$ cat config.mk
export PLATFORM = sky130hd
export DESIGN_NAME = vector_media_record_parser
export DESIGN_NICKNAME = d
export VERILOG_FILES = /design/src/rtl/vmrp_pkg.sv /design/src/rtl/vmrp_parse_core.sv /design/src/rtl/vector_media_record_parser.sv
export SDC_FILE = /design/constraint.sdc
export NUM_CORES = 1
export LEC_CHECK = 0
export BUFFER_PORTS_ARGS = -buffer_cell sky130_fd_sc_hd__buf_2
export CORE_ASPECT_RATIO = 0.8
export CORE_MARGIN = 8
export CORE_UTILIZATION = 55
export DETAILED_ROUTE_END_ITERATION = 12
export GPL_TIMING_DRIVEN = 0
export PLACE_DENSITY_LB_ADDON = 0.05
export SETUP_SLACK_MARGIN = 0.1
export SYNTH_ARGS = -nofsm -noshare
export SYNTH_HDL_FRONTEND = slang
export SYNTH_SLANG_ARGS = --single-unit
export TNS_END_PERCENT = 5
$ cat constraint.sdc
create_clock -name clk -period 6.4 [get_ports clk]
set_input_delay 0.64 -clock clk [delete_from_list [all_inputs] [get_ports clk]]
set_output_delay 0.64 -clock clk [all_outputs]
set_load 0.01 [all_outputs]
$ cat src/rtl/vmrp_pkg.sv
// ----------------------------------------------------------------------------
// vmrp_pkg
// Shared types, codes and record tables for the vector media record parser.
// ----------------------------------------------------------------------------
package vmrp_pkg;

  localparam int VALUE_BITS = 32;
  localparam int PT_BITS    = 34;

  localparam logic [3:0] KIND_HEADER = 4'd0;
  localparam logic [3:0] KIND_TITLE  = 4'd1;
  localparam logic [3:0] KIND_QUAD   = 4'd8;
  localparam logic [3:0] KIND_CUBIC  = 4'd9;
  localparam logic [3:0] KIND_STOP   = 4'd10;

  localparam logic [7:0] TAG_SKIP    = 8'd5;
  localparam logic [7:0] TAG_LAST    = 8'd9;
  localparam logic [7:0] TAG_SHIFTED = 8'd4;

  localparam logic [2:0] POS_COUNT = 3'd0;
  localparam logic [2:0] POS_X     = 3'd1;
  localparam logic [2:0] POS_Y     = 3'd2;
  localparam logic [2:0] POS_THICK = 3'd3;
  localparam logic [2:0] POS_COLOR = 3'd4;

  localparam logic [31:0] COLOR_INIT = 32'h0000_00FF;

  typedef struct packed {
    logic               valid;
    logic [3:0]         kind;
    logic [2:0]         pos;
    logic [PT_BITS-1:0] pt;
    logic [31:0]        value;
    logic               done;
    logic               stop;
  } res_t;

  function automatic logic [2:0] field_total(input logic [3:0] kind);
    case (kind)
      4'd0:    field_total = 3'd3;
      4'd1:    field_total = 3'd0;
      4'd2:    field_total = 3'd1;
      4'd3:    field_total = 3'd6;
      4'd4:    field_total = 3'd5;
      4'd5:    field_total = 3'd5;
      4'd6:    field_total = 3'd7;
      4'd7:    field_total = 3'd6;
      4'd8:    field_total = 3'd5;
      4'd9:    field_total = 3'd5;
      default: field_total = 3'd0;
    endcase
  endfunction

  function automatic logic [2:0] color_from(input logic [3:0] kind);
    case (kind)
      4'd0:    color_from = 3'd7;
      4'd1:    color_from = 3'd7;
      4'd2:    color_from = 3'd0;
      4'd3:    color_from = 3'd4;
      4'd4:    color_from = 3'd4;
      4'd5:    color_from = 3'd4;
      4'd6:    color_from = 3'd6;
      4'd7:    color_from = 3'd5;
      4'd8:    color_from = 3'd4;
      4'd9:    color_from = 3'd4;
      default: color_from = 3'd7;
    endcase
  endfunction

endpackage

$ cat src/rtl/vmrp_parse_core.sv
// ----------------------------------------------------------------------------
// vmrp_parse_core
// Parser state and per-byte decode; one byte per step, at most one result.
// ----------------------------------------------------------------------------
module vmrp_parse_core (
  input  logic          clk,
  input  logic          rst,
  input  logic          step,
  input  logic [7:0]    byte_in,
  output vmrp_pkg::res_t res
);
  import vmrp_pkg::*;

  localparam logic [1:0] PH_LEN  = 2'd0;
  localparam logic [1:0] PH_DATA = 2'd1;
  localparam logic [1:0] PH_TAG  = 2'd2;
  localparam logic [1:0] PH_STOP = 2'd3;

  logic [1:0]            phase, phase_next;
  logic [3:0]            kind, kind_next;
  logic [2:0]            ordinal, ordinal_next;
  logic [7:0]            bytes_left, bytes_left_next;
  logic [VALUE_BITS-1:0] num_acc, num_acc_next;
  logic [31:0]           col_acc, col_acc_next;
  logic [2:0]            col_count, col_count_next;
  logic [PT_BITS-1:0]    points_left, points_left_next;
  logic [PT_BITS-1:0]    point_counter, point_counter_next;

  logic                  is_bez, is_color;
  logic [VALUE_BITS-1:0] num_shift;
  logic [31:0]           col_ins;
  logic [7:0]            bl_dec;
  logic [31:0]           fin_val;
  logic [PT_BITS-1:0]    fin_cnt, fin_pl, fin_pc, pl_dec;
  logic [2:0]            fin_next;
  logic                  fin_last;
  logic [PT_BITS-1:0]    fin_pt;
  res_t                  fin_res;

  assign is_bez    = (kind == KIND_QUAD) || (kind == KIND_CUBIC);
  assign is_color  = (kind <= KIND_CUBIC) && (ordinal >= color_from(kind));
  assign num_shift = {num_acc[VALUE_BITS-9:0], byte_in};
  assign bl_dec    = bytes_left - 8'd1;
  assign pl_dec    = points_left - PT_BITS'(1);

  always_comb begin
    col_ins = col_acc;
    case (col_count)
      3'd0:    col_ins[31:24] = byte_in;
      3'd1:    col_ins[23:16] = byte_in;
      3'd2:    col_ins[15:8]  = byte_in;
      3'd3:    col_ins[7:0]   = byte_in;
      default: col_ins = col_acc;
    endcase
  end

  always_comb begin
    if (phase == PH_LEN) begin
      fin_val = is_color ? COLOR_INIT : 32'd0;
    end else if (is_color) begin
      fin_val = col_ins;
    end else begin
      fin_val = 32'(num_shift);
    end
  end

  always_comb begin
    fin_cnt  = {{(PT_BITS-32){1'b0}}, fin_val};
    fin_pl   = points_left;
    fin_pc   = point_counter;
    fin_next = ordinal + 3'd1;
    fin_pt   = '0;
    if (is_bez) begin
      if (ordinal == POS_X || ordinal == POS_Y) fin_pt = point_counter;
      if (ordinal == POS_COUNT) begin
        fin_pl   = (kind == KIND_QUAD) ? fin_cnt + (fin_cnt << 1) : (fin_cnt << 2);
        fin_pc   = '0;
        fin_next = (fin_pl != '0) ? POS_X : POS_THICK;
      end else if (ordinal == POS_Y) begin
        fin_pc   = point_counter + PT_BITS'(1);
        fin_pl   = pl_dec;
        fin_next = (pl_dec != '0) ? POS_X : POS_THICK;
      end
      fin_last = (ordinal >= POS_COLOR);
    end else begin
      fin_last = ({1'b0, ordinal} + 4'd1) >= {1'b0, field_total(kind)};
    end
    fin_res.valid = 1'b1;
    fin_res.kind  = kind;
    fin_res.pos   = ordinal;
    fin_res.pt    = fin_pt;
    fin_res.value = fin_val;
    fin_res.done  = fin_last;
    fin_res.stop  = 1'b0;
  end

  always_comb begin
    phase_next         = phase;
    kind_next          = kind;
    ordinal_next       = ordinal;
    bytes_left_next    = bytes_left;
    num_acc_next       = num_acc;
    col_acc_next       = col_acc;
    col_count_next     = col_count;
    points_left_next   = points_left;
    point_counter_next = point_counter;
    res                = '0;
    if (step) begin
      unique case (phase)
        PH_TAG: begin
          if (byte_in == TAG_SKIP) begin
            phase_next = PH_TAG;
          end else if (byte_in > TAG_LAST) begin
            phase_next = PH_STOP;
            res.valid  = 1'b1;
            res.kind   = KIND_STOP;
            res.stop   = 1'b1;
          end else begin
            kind_next    = (byte_in <= TAG_SHIFTED) ? 4'(byte_in + 8'd1) : byte_in[3:0];
            ordinal_next = '0;
            phase_next   = PH_LEN;
          end
        end
        PH_LEN: begin
          bytes_left_next = byte_in;
          num_acc_next    = '0;
          col_acc_next    = COLOR_INIT;
          col_count_next  = '0;
          if (byte_in != 8'd0) begin
            phase_next = PH_DATA;
          end else if (kind == KIND_TITLE) begin
            phase_next   = PH_TAG;
            ordinal_next = '0;
          end else begin
            res                = fin_res;
            points_left_next   = fin_pl;
            point_counter_next = fin_pc;
            phase_next         = fin_last ? PH_TAG : PH_LEN;
            ordinal_next       = fin_last ? 3'd0 : fin_next;
          end
        end
        PH_DATA: begin
          bytes_left_next = bl_dec;
          if (kind == KIND_TITLE) begin
            res.valid = 1'b1;
            res.kind  = KIND_TITLE;
            res.value = {24'd0, byte_in};
            res.done  = (bytes_left <= 8'd1);
            if (bytes_left <= 8'd1) begin
              phase_next      = PH_TAG;
              ordinal_next    = '0;
              bytes_left_next = '0;
            end
          end else begin
            if (is_color) begin
              if (col_count < 3'd4) begin
                col_acc_next   = col_ins;
                col_count_next = col_count + 3'd1;
              end
            end else begin
              num_acc_next = num_shift;
            end
            if (bl_dec == 8'd0) begin
              res                = fin_res;
              points_left_next   = fin_pl;
              point_counter_next = fin_pc;
              phase_next         = fin_last ? PH_TAG : PH_LEN;
              ordinal_next       = fin_last ? 3'd0 : fin_next;
            end
          end
        end
        PH_STOP: begin
          phase_next = PH_STOP;
        end
        default: begin
          phase_next = PH_STOP;
        end
      endcase
    end
  end

  always_ff @(posedge clk) begin
    if (rst) begin
      phase         <= PH_LEN;
      kind          <= KIND_HEADER;
      ordinal       <= '0;
      bytes_left    <= '0;
      num_acc       <= '0;
      col_acc       <= COLOR_INIT;
      col_count     <= '0;
      points_left   <= '0;
      point_counter <= '0;
    end else begin
      phase         <= phase_next;
      kind          <= kind_next;
      ordinal       <= ordinal_next;
      bytes_left    <= bytes_left_next;
      num_acc       <= num_acc_next;
      col_acc       <= col_acc_next;
      col_count     <= col_count_next;
      points_left   <= points_left_next;
      point_counter <= point_counter_next;
    end
  end

endmodule

$ cat src/rtl/vector_media_record_parser.sv
// ----------------------------------------------------------------------------
// vector_media_record_parser
// Byte-stream parser for vector media headers and tagged records.
// ----------------------------------------------------------------------------
// An accepted byte goes through the input register and the result register.
// Throughput: one byte per cycle unless the master side stalls, set by the single-pass
// decode between the two registers; a byte with no result emits nothing.
// Reset: synchronous rst clears both stage valids and returns the parser to
// expect the header's first length byte.
module vector_media_record_parser (
  input  logic        clk,
  input  logic        rst,
  input  logic        s_tvalid,
  output logic        s_tready,
  input  logic [7:0]  s_tdata,   // data_byte[7:0]
  output logic        m_tvalid,
  input  logic        m_tready,
  output logic [71:0] m_tdata,   // field_position[2:0], point_number[36:3],
                                 // field_value[68:37], zero fill[71:69]
  output logic        m_tlast,   // record_complete
  output logic [4:0]  m_tuser    // record_kind[3:0], parse_stopped[4]
);
  import vmrp_pkg::*;

  logic       in_valid;
  logic [7:0] in_byte;
  logic       out_free;
  logic       advance;
  res_t       res;

  assign out_free = !m_tvalid || m_tready;
  assign advance  = in_valid && out_free;
  assign s_tready = !in_valid || out_free;

  vmrp_parse_core u_core (
    .clk     (clk),
    .rst     (rst),
    .step    (advance),
    .byte_in (in_byte),
    .res     (res)
  );

  always_ff @(posedge clk) begin
    if (rst) begin
      in_valid <= 1'b0;
    end else if (s_tready) begin
      in_valid <= s_tvalid;
    end
  end

  always_ff @(posedge clk) begin
    if (s_tvalid && s_tready) begin
      in_byte <= s_tdata;
    end
  end

  always_ff @(posedge clk) begin
    if (rst) begin
      m_tvalid <= 1'b0;
    end else if (advance) begin
      m_tvalid <= res.valid;
    end else if (m_tready) begin
      m_tvalid <= 1'b0;
    end
  end

  always_ff @(posedge clk) begin
    if (advance && res.valid) begin
      m_tdata <= {3'b000, res.value, res.pt, res.pos};
      m_tlast <= res.done;
      m_tuser <= {res.stop, res.kind};
    end
  end

  a_stop_shape: assert property (@(posedge clk) disable iff (rst)
    m_tvalid && m_tuser[4] |-> (m_tuser[3:0] == KIND_STOP) && !m_tlast)
    else $error("stop result with wrong kind or completion");

  a_silent_after_stop: assert property (@(posedge clk) disable iff (rst)
    m_tvalid && m_tready && m_tuser[4] |=> !m_tvalid)
    else $error("result emitted after stop");

  a_point_bezier_only: assert property (@(posedge clk) disable iff (rst)
    m_tvalid && (m_tdata[36:3] != '0) |->
      (m_tuser[3:0] == KIND_QUAD) || (m_tuser[3:0] == KIND_CUBIC))
    else $error("point number on a non-bezier result");

  a_stall_cause: assert property (@(posedge clk) disable iff (rst)
    !s_tready |-> in_valid && m_tvalid && !m_tready)
    else $error("input stalled without a blocked result");

endmodule

== After elaboration in Yosys (flattened, before gate mapping) ==
Memories as Yosys holds them, arrays and structs flattened. A register that Yosys moved wholly into a read port is not among the register bits.
Index checks and enable logic that the tools add are counted.

* Bits in registers: 229
* Memory bits (read-only): 96
* Output and inout bits: 80
* Memories kept: 2

* $add $sub $neg: 8
* Magnitude comparators: 8
* Equal/unequal tests: 23
* Muxes and demuxes: 87
* Bitwise logic cells: 2
* Reductions and logical operators: 27

{| class="wikitable"
|+ Memory list
! name !! depth !! bits a word !! rd ports !! clocked after memory_dff !! write ports !! line !! RTL
|-
| (no name shown) || 16 || 3 || 1 || 1 || 0 || vmrp_pkg.sv:39 || <nowiki>case (kind)</nowiki>
|-
| (no name shown) || 16 || 3 || 1 || 1 || 0 || vmrp_pkg.sv:55 || <nowiki>case (kind)</nowiki>
|}

{| class="wikitable"
|+ Operators by type and width
! kind !! number
|-
| $mux W34 || 17
|-
| $mux W76 || 4
|-
| $mux W32 || 5
|-
| $pmux W70 S2 || 1
|-
| $pmux W34 S2 || 2
|-
| $reduce_bool A34 Y1 || 2
|-
| $pmux W32 S2 || 1
|-
| $mux W8 || 7
|-
| $mux W24 || 2
|-
| $pmux W24 S2 || 1
|-
| $mux W3 || 15
|-
| $mux W37 || 1
|-
| $add A32 B33 Y34 || 1
|-
| $add A34 B1 Y34 const B || 1
|-
| $sub A34 B1 Y34 const B || 1
|-
| $mux W33 || 1
|-
| $mux W2 || 10
|-
| $mux W4 || 5
|-
| $pmux W8 S2 || 1
|-
| $mux W5 || 3
|-
| $pmux W5 S3 || 1
|-
| $ne A2 B2 Y1 const B || 6
|-
| $eq A3 B2 Y1 const B || 3
|-
| $pmux W3 S3 || 1
|-
| 41 further kinds || 63
|}

== Longest topological paths before layout ==
* Word-level depth: 14
* Mapped depth: 26
* Depth with buffers taken out: 22

== Modules after synthesis ==
Synthesis repeated with hierarchy kept, for this count alone.

* Cell total of the unflattened synthesis: 1716
* Area total of the unflattened synthesis: 14350.0 um2

{| class="wikitable"
|+ Modules (own cells, without submodules)
! module !! instances !! cells each !! area each (um2) !! seq. area each (um2)
|-
| vmrp_parse_core || 1 || 1618 || 11728.7 || 3002.9
|-
| vector_media_record_parser || 1 || 98 || 2621.3 || 2532.4
|}

== Least setup slack after synthesis ==
OpenSTA, ideal clock, no wires.

* Path type: reg2reg
* From: register in_byte[1]
* To: register m_tdata[0], enable pin
* Library setup time: 0.555 ns
* Arrival: 5.534 ns
* Path slack: 0.311 ns
* Stages on the path, launching flop included: 8
* Period minus slack after synthesis: 6.089 ns
* Cells stage by stage: edfxtp_1 clkbuf_1 inv_1 ha_1 o21bai_1 a21oi_1 nand2b_1 a31oi_1

* Cells in the longest elaborated chain, start to end: 6
* Elaborated cells on any way between the ends: 9
* Classes of those cells: order compare: 1; eq/ne: 1; mux: 5; reduce/logical: 2

{| class="wikitable"
|+ Ends and longest elaborated chain
! what !! line !! RTL
|-
| from (decl) || vector_media_record_parser.sv:26 || <nowiki>logic [7:0] in_byte;</nowiki>
|-
| from (signal assigned) || vector_media_record_parser.sv:53 || <nowiki>in_byte <= s_tdata;</nowiki>
|-
| $gt A8 B4 Y1 || vmrp_parse_core.sv:113 || <nowiki>end else if (byte_in > TAG_LAST) begin</nowiki>
|-
| $mux W5 || vmrp_parse_core.sv:113 ||
|-
| $mux W5 || vmrp_parse_core.sv:111 || <nowiki>if (byte_in == TAG_SKIP) begin</nowiki>
|-
| $pmux W5 S3 * || vmrp_parse_core.sv:109 || <nowiki>unique case (phase)</nowiki>
|-
| $mux W76 * || vmrp_parse_core.sv:108 || <nowiki>if (step) begin</nowiki>
|-
| $logic_and A1 B1 Y1 * || vector_media_record_parser.sv:68 || <nowiki>if (advance && res.valid) begin</nowiki>
|-
| to (signal assigned) || vector_media_record_parser.sv:69 || <nowiki>m_tdata <= {3'b000, res.value, res.pt, res.pos};</nowiki>
|-
| to (decl) || vector_media_record_parser.sv:18 || <nowiki>output logic [71:0] m_tdata,</nowiki>
|}

Every way passes the cells marked *; elsewhere a longest branch is shown, timed or not.
A chain may end at the register's enable or synchronous reset.

== Worst setup path in the final report ==
* From: register u_core.ordinal[0]
* To: register u_core.ordinal[1]

* Cells in the longest elaborated chain, start to end: 14
* Elaborated cells on any way between the ends: 25
* Classes of those cells: add/sub: 3; order compare: 3; eq/ne: 1; mux: 15; reduce/logical: 3

{| class="wikitable"
|+ Ends and longest elaborated chain
! what !! line !! RTL
|-
| from (decl) || vmrp_parse_core.sv:21 || <nowiki>logic [2:0] ordinal, ordinal_next;</nowiki>
|-
| from (signal assigned) || vmrp_parse_core.sv:196 || <nowiki>ordinal <= ordinal_next;</nowiki>
|-
| $ge A3 B3 Y1 || vmrp_parse_core.sv:41 || <nowiki>assign is_color = (kind <= KIND_CUBIC) && (ordinal >= color_from(kind));</nowiki>
|-
| $logic_and A1 B1 Y1 || vmrp_parse_core.sv:41 ||
|-
| $mux W32 or $mux W8 (tied branches) || vmrp_parse_core.sv:60, vmrp_parse_core.sv:59 ||
|-
| $mux W32 || vmrp_parse_core.sv:58 || <nowiki>if (phase == PH_LEN) begin</nowiki>
|-
| $add A32 B33 Y34 || vmrp_parse_core.sv:76 || <nowiki>fin_pl = (kind == KIND_QUAD) ? fin_cnt + (fin_cnt << 1) : (fin_cnt << 2);</nowiki>
|-
| $mux W34 || vmrp_parse_core.sv:76 ||
|-
| $reduce_bool A34 Y1 || vmrp_parse_core.sv:78 || <nowiki>fin_next = (fin_pl != '0) ? POS_X : POS_THICK;</nowiki>
|-
| $mux W2 || vmrp_parse_core.sv:78 ||
|-
| $mux W3 || vmrp_parse_core.sv:75 || <nowiki>if (ordinal == POS_COUNT) begin</nowiki>
|-
| $mux W3 || vmrp_parse_core.sv:73 || <nowiki>if (is_bez) begin</nowiki>
|-
| $mux W3 * || vmrp_parse_core.sv:139, vmrp_parse_core.sv:168 ||
|-
| $mux W3, on equally long branches || vmrp_parse_core.sv:163, vmrp_parse_core.sv:131 ||
|-
| $mux W3, on equally long branches || vmrp_parse_core.sv:144, vmrp_parse_core.sv:129 ||
|-
| $pmux W3 S3 * || vmrp_parse_core.sv:109 ||
|}

Every way passes the cells marked *; elsewhere a longest branch is shown, timed or not. The select of a mux whose other input is x is not followed.

==> metrics.md <==
| Metric | Value |
|---|---|
| Post-route ant nets | `0` |
| Status | `finished clean` |
| DRT iter0 DRCs | `1339` |
| CP Data Arrival Time | `6510 ps` |
| Pre-Repair DR Iteration Count | `5` |
| Crit Path Class | `reg -> reg` |
| Comb power frac | `0.067` |
| Final #Nets | `1955` |
| Largest net degree at the start of global routing | `29` |
| # Max-Cap Violations | `0` |
| CP Capture Type | `register` |
| Synth Cell Area | `14500 µm²` |
| CP bufs+invs | `4` |
| Post-synth EDFFs | `83` |
| CTS Sinks | `235` |
| Setup TNS Final | `0 ps` |
| Yosys top cell by area | `dfxtp_1` |
| CTS buffer count | `25` |
| Max-slew violation count | `0` |
| First-pass GRT wire length | `72.1 mm` |
| Share of cells above drive strength 1 | `0.0991` |
| Syn Inst Count | `1762` |
| Clock root cell | `clkbuf_16` |
| Crit path cell chain | `inv_1 -> ha_1 -> nor2b_4 -> o21a_4 -> nor2_4 -> buf_2 -> clkbuf_4 -> nand2_1 -> o211ai_1 -> inv_1 -> ha_1 -> nand4_1 -> or3_1 -> or4_1 -> o32ai_1 -> a211oi_2 -> o21ai_0 -> xnor2_1 -> o21ai_0 -> nor4_1 -> o2111ai_1 -> o22ai_2` |
| Std-Cell Rows | `53` |
| Sw frac | `0.247` |
| Initial core utilization | `0.555` |
| Setup Viol. Count Final | `0` |
| Total Wirelength | `46.6 mm` |
| CORE AREA | `26100 µm²` |
| Die X-Extent | `198 µm` |
| Most common cell after layout, fill and taps aside | `nor2_1` |
| Ys Warns | `0` |
| Top cells by area, synth | `dfxtp_1, edfxtp_1, nor2_1, ha_1, nand2_1` |
| Pleak | `5.98 nW` |
| Maximum clock path buffer count | `3` |
| Peak per-stage delay on the critical path | `550 ps` |
| Average cell area after synthesis | `8.23 µm²` |
| Fill cell count | `2479` |
| Final period util | `0.950` |
| Initial antenna violation count | `1` |
| Pre-CTS setup slack | `-712 ps` |
| Synth-to-layout area growth | `12.1%` |
| Startpoint Class | `register` |
| I/O Buffers | `88` |
| Placed instance area | `15500 µm²` |
| Routed len/inst | `20.7 µm` |
| Synth unique cells | `92` |
| Clock power share | `0.443` |
| Final HPWL DP | `34.8 mm` |
| Worst slew pin tran | `1360 ps` |
| Async SR Flop Fraction | `0` |
| Critical path fanouts, max | `10` |
| Power per Cell Area | `196 nW/µm²` |
| Via count | `14000` |
| Top cell type's share of synthesized area | `0.210` |
| Sw Pwr | `789 µW` |
| Total GRT Usage | `0.283` |
| Final hold vios | `0` |
| Slew HR | `0.0864` |
| Critical path launch point | `u_core.ordinal[0]` |
| Vias in the first global route | `12600` |
| Worst-Skew Late Latency | `530 ps` |
| RSZ-0062 raised after global routing | `no` |
| Via/cell ratio | `6.19` |
| # DRC | `0` |
| Htree depth | `1` |
| Commonest cells after routing, fill and taps aside | `nor2_1, nand2_1, dfxtp_1` |
| TritonCTS clock tree | `built` |
| Util after Layout | `0.622` |
| Critical path's top delay family | `simple AND/OR/NAND/NOR gates` |
| Sequential Power Share | `0.490` |
| Synth Register Bits | `235` |
| Worst hold start | `s_tdata[2]` |
| WP data required | `6830 ps` |
| Min-Delay Path Class | `in -> reg` |
| Placed cells | `2211` |
| Die Area | `31800 µm²` |
| Main synth FF type | `dfxtp_1` |
| Setup WS post-layout | `321 ps` |
| ANT cells | `0` |
| I/O pins | `92` |
| Fmax | `0.164 GHz` |
| Clk slew on worst S/H paths | `70 ps` |
| GPL Wtd Cong | `0.968` |
| Post-synthesis sequential area ratio | `0.382` |
| P_int | `2.40 mW` |
| Max rail drop VDD | `0.000163 V` |
| Hold-fix buffers, CTS | `0` |
| Die Height | `161 µm` |
| Non-filler instance count after layout | `2254` |
| Fin area | `16300 µm²` |
| Reg-to-reg critical path startpoint | `u_core.ordinal[0]` |
| CP max stage cell | `or4_1` |
| Final Skew | `11.0 ps` |
| Min cycle time layout | `6080 ps` |
| Remaining Overflow, GRT | `0` |
[sequential cells by signal (all words and copies together), names as in the netlist, 3 cells and up, named ones only]
name / count
m_tdata: 69
u_core.point_counter: 34
u_core.points_left: 34
u_core.col_acc: 32
u_core.num_acc: 24
in_byte: 8
u_core.bytes_left: 8
m_tuser: 5
u_core.kind: 4
u_core.col_count: 3
u_core.ordinal: 3
[layer usage]
metal / GRT usage / wire length [µm] / vias to the layer above
li1: - / - / 6623
met1: 0.416 / 21200 / 6538
met2: 0.400 / 18600 / 701
met3: 0.0782 / 5460 / 94
met4: 0.0769 / 1290 / 2
met5: 0 / 9 / -
[per-stage QoR]
step,total power [mW],hold slack [ps]
3_5_place_dp,1.80,470
3_3_place_gp,1.80,465
6_report,3.19,282
4_1_cts,3.20,271
2_1_floorplan,1.72,445
5_1_grt,3.28,270
[worst reg2reg max path: stages (launching register included)]
cell       delay [ps]
dfxtp_1           420
inv_1             140
ha_1              340
nor2b_4            50
o21a_4            250
nor2_4            200
buf_2             270
clkbuf_4          270
nand2_1            80
o211ai_1          260
inv_1             160
ha_1              450
nand4_1           160
or3_1             430
or4_1             550
o32ai_1           360
a211oi_2          120
o21ai_0           240
xnor2_1           130
o21ai_0           240
nor4_1            450
o2111ai_1         190
o22ai_2           210
[layout make-up]
class                           count  area (µm²)  share of cell area
Multi-Input combinational cell   1340        8280               0.509
Clock inverter                     11        87.6             0.00539
Buffer                            108         439              0.0270
Sequential cell                   235        5540               0.341
Clock buffer                       34         689              0.0424
Timing Repair Buffer               91         488              0.0300
Tap cell                          357         447              0.0275
Inverter                           78         293              0.0180
[cell families after synthesis]
| group | count (synthesis) | share of synthesized area |
|---|---|---|
| simple gates | 703 | 0.233 |
| flops | 235 | 0.382 |
| compound gates | 475 | 0.217 |
| buf+inv | 189 | 0.0507 |
| xor+xnor | 59 | 0.0356 |
| mux | 36 | 0.0268 |
| fa+ha+maj | 64 | 0.0552 |
| other cells | 1 | 0.000259 |
[synthesized netlist by cell type (5+ instances only)]
library cell / count
o31ai_1: 9
nor3b_1: 6
and3_1: 21
or3_1: 29
and4_1: 7
nor3_1: 50
nor2_1: 251
clkbuf_1: 88
xnor2_1: 24
nor2b_1: 9
o22ai_1: 17
o221ai_1: 5
nand3b_1: 5
o21ai_0: 96
dfxtp_1: 152
o311ai_0: 5
ha_1: 64
a22oi_1: 37
a221oi_1: 6
o21ai_1: 7
o211ai_1: 19
xor2_1: 35
nand2b_1: 10
edfxtp_1: 83
a211oi_1: 25
nand4_1: 28
o21bai_1: 9
nand2_1: 158
o2111ai_1: 6
nand3_1: 42
buf_1: 11
a21oi_1: 118
a31oi_1: 13
and2_1: 42
a21o_1: 30
nor4_1: 17
inv_1: 74
buf_2: 8
a32oi_1: 24
mux2i_1: 32
[path summary, 6_finish.rpt]
path              slack, ps  depth (start not counted)                      to
setup / recovery        320                         22       u_core.ordinal[1]
setup reg to reg        320                         22       u_core.ordinal[1]
hold reg to reg         480                          2  u_core.points_left[10]
hold / removal          280                          1              in_byte[2]
[what timing repair did]
item,in CTS,in global routing
pin swaps,1,1
setup buffers,1,0
gates resized for setup,3,10
endpoints found under the setup margin,5,2
[power groups by stage]
stage | sequential (mW) | clock (mW) | combinational [mW]
floorplan | 1.59 | 0 | 0.136
global placement | 1.59 | 0 | 0.203
detailed placement | 1.59 | 0 | 0.205
CTS | 1.56 | 1.43 | 0.207
global route | 1.56 | 1.49 | 0.230
finish | 1.56 | 1.41 | 0.215
Power figures use the tool's default switching activity.
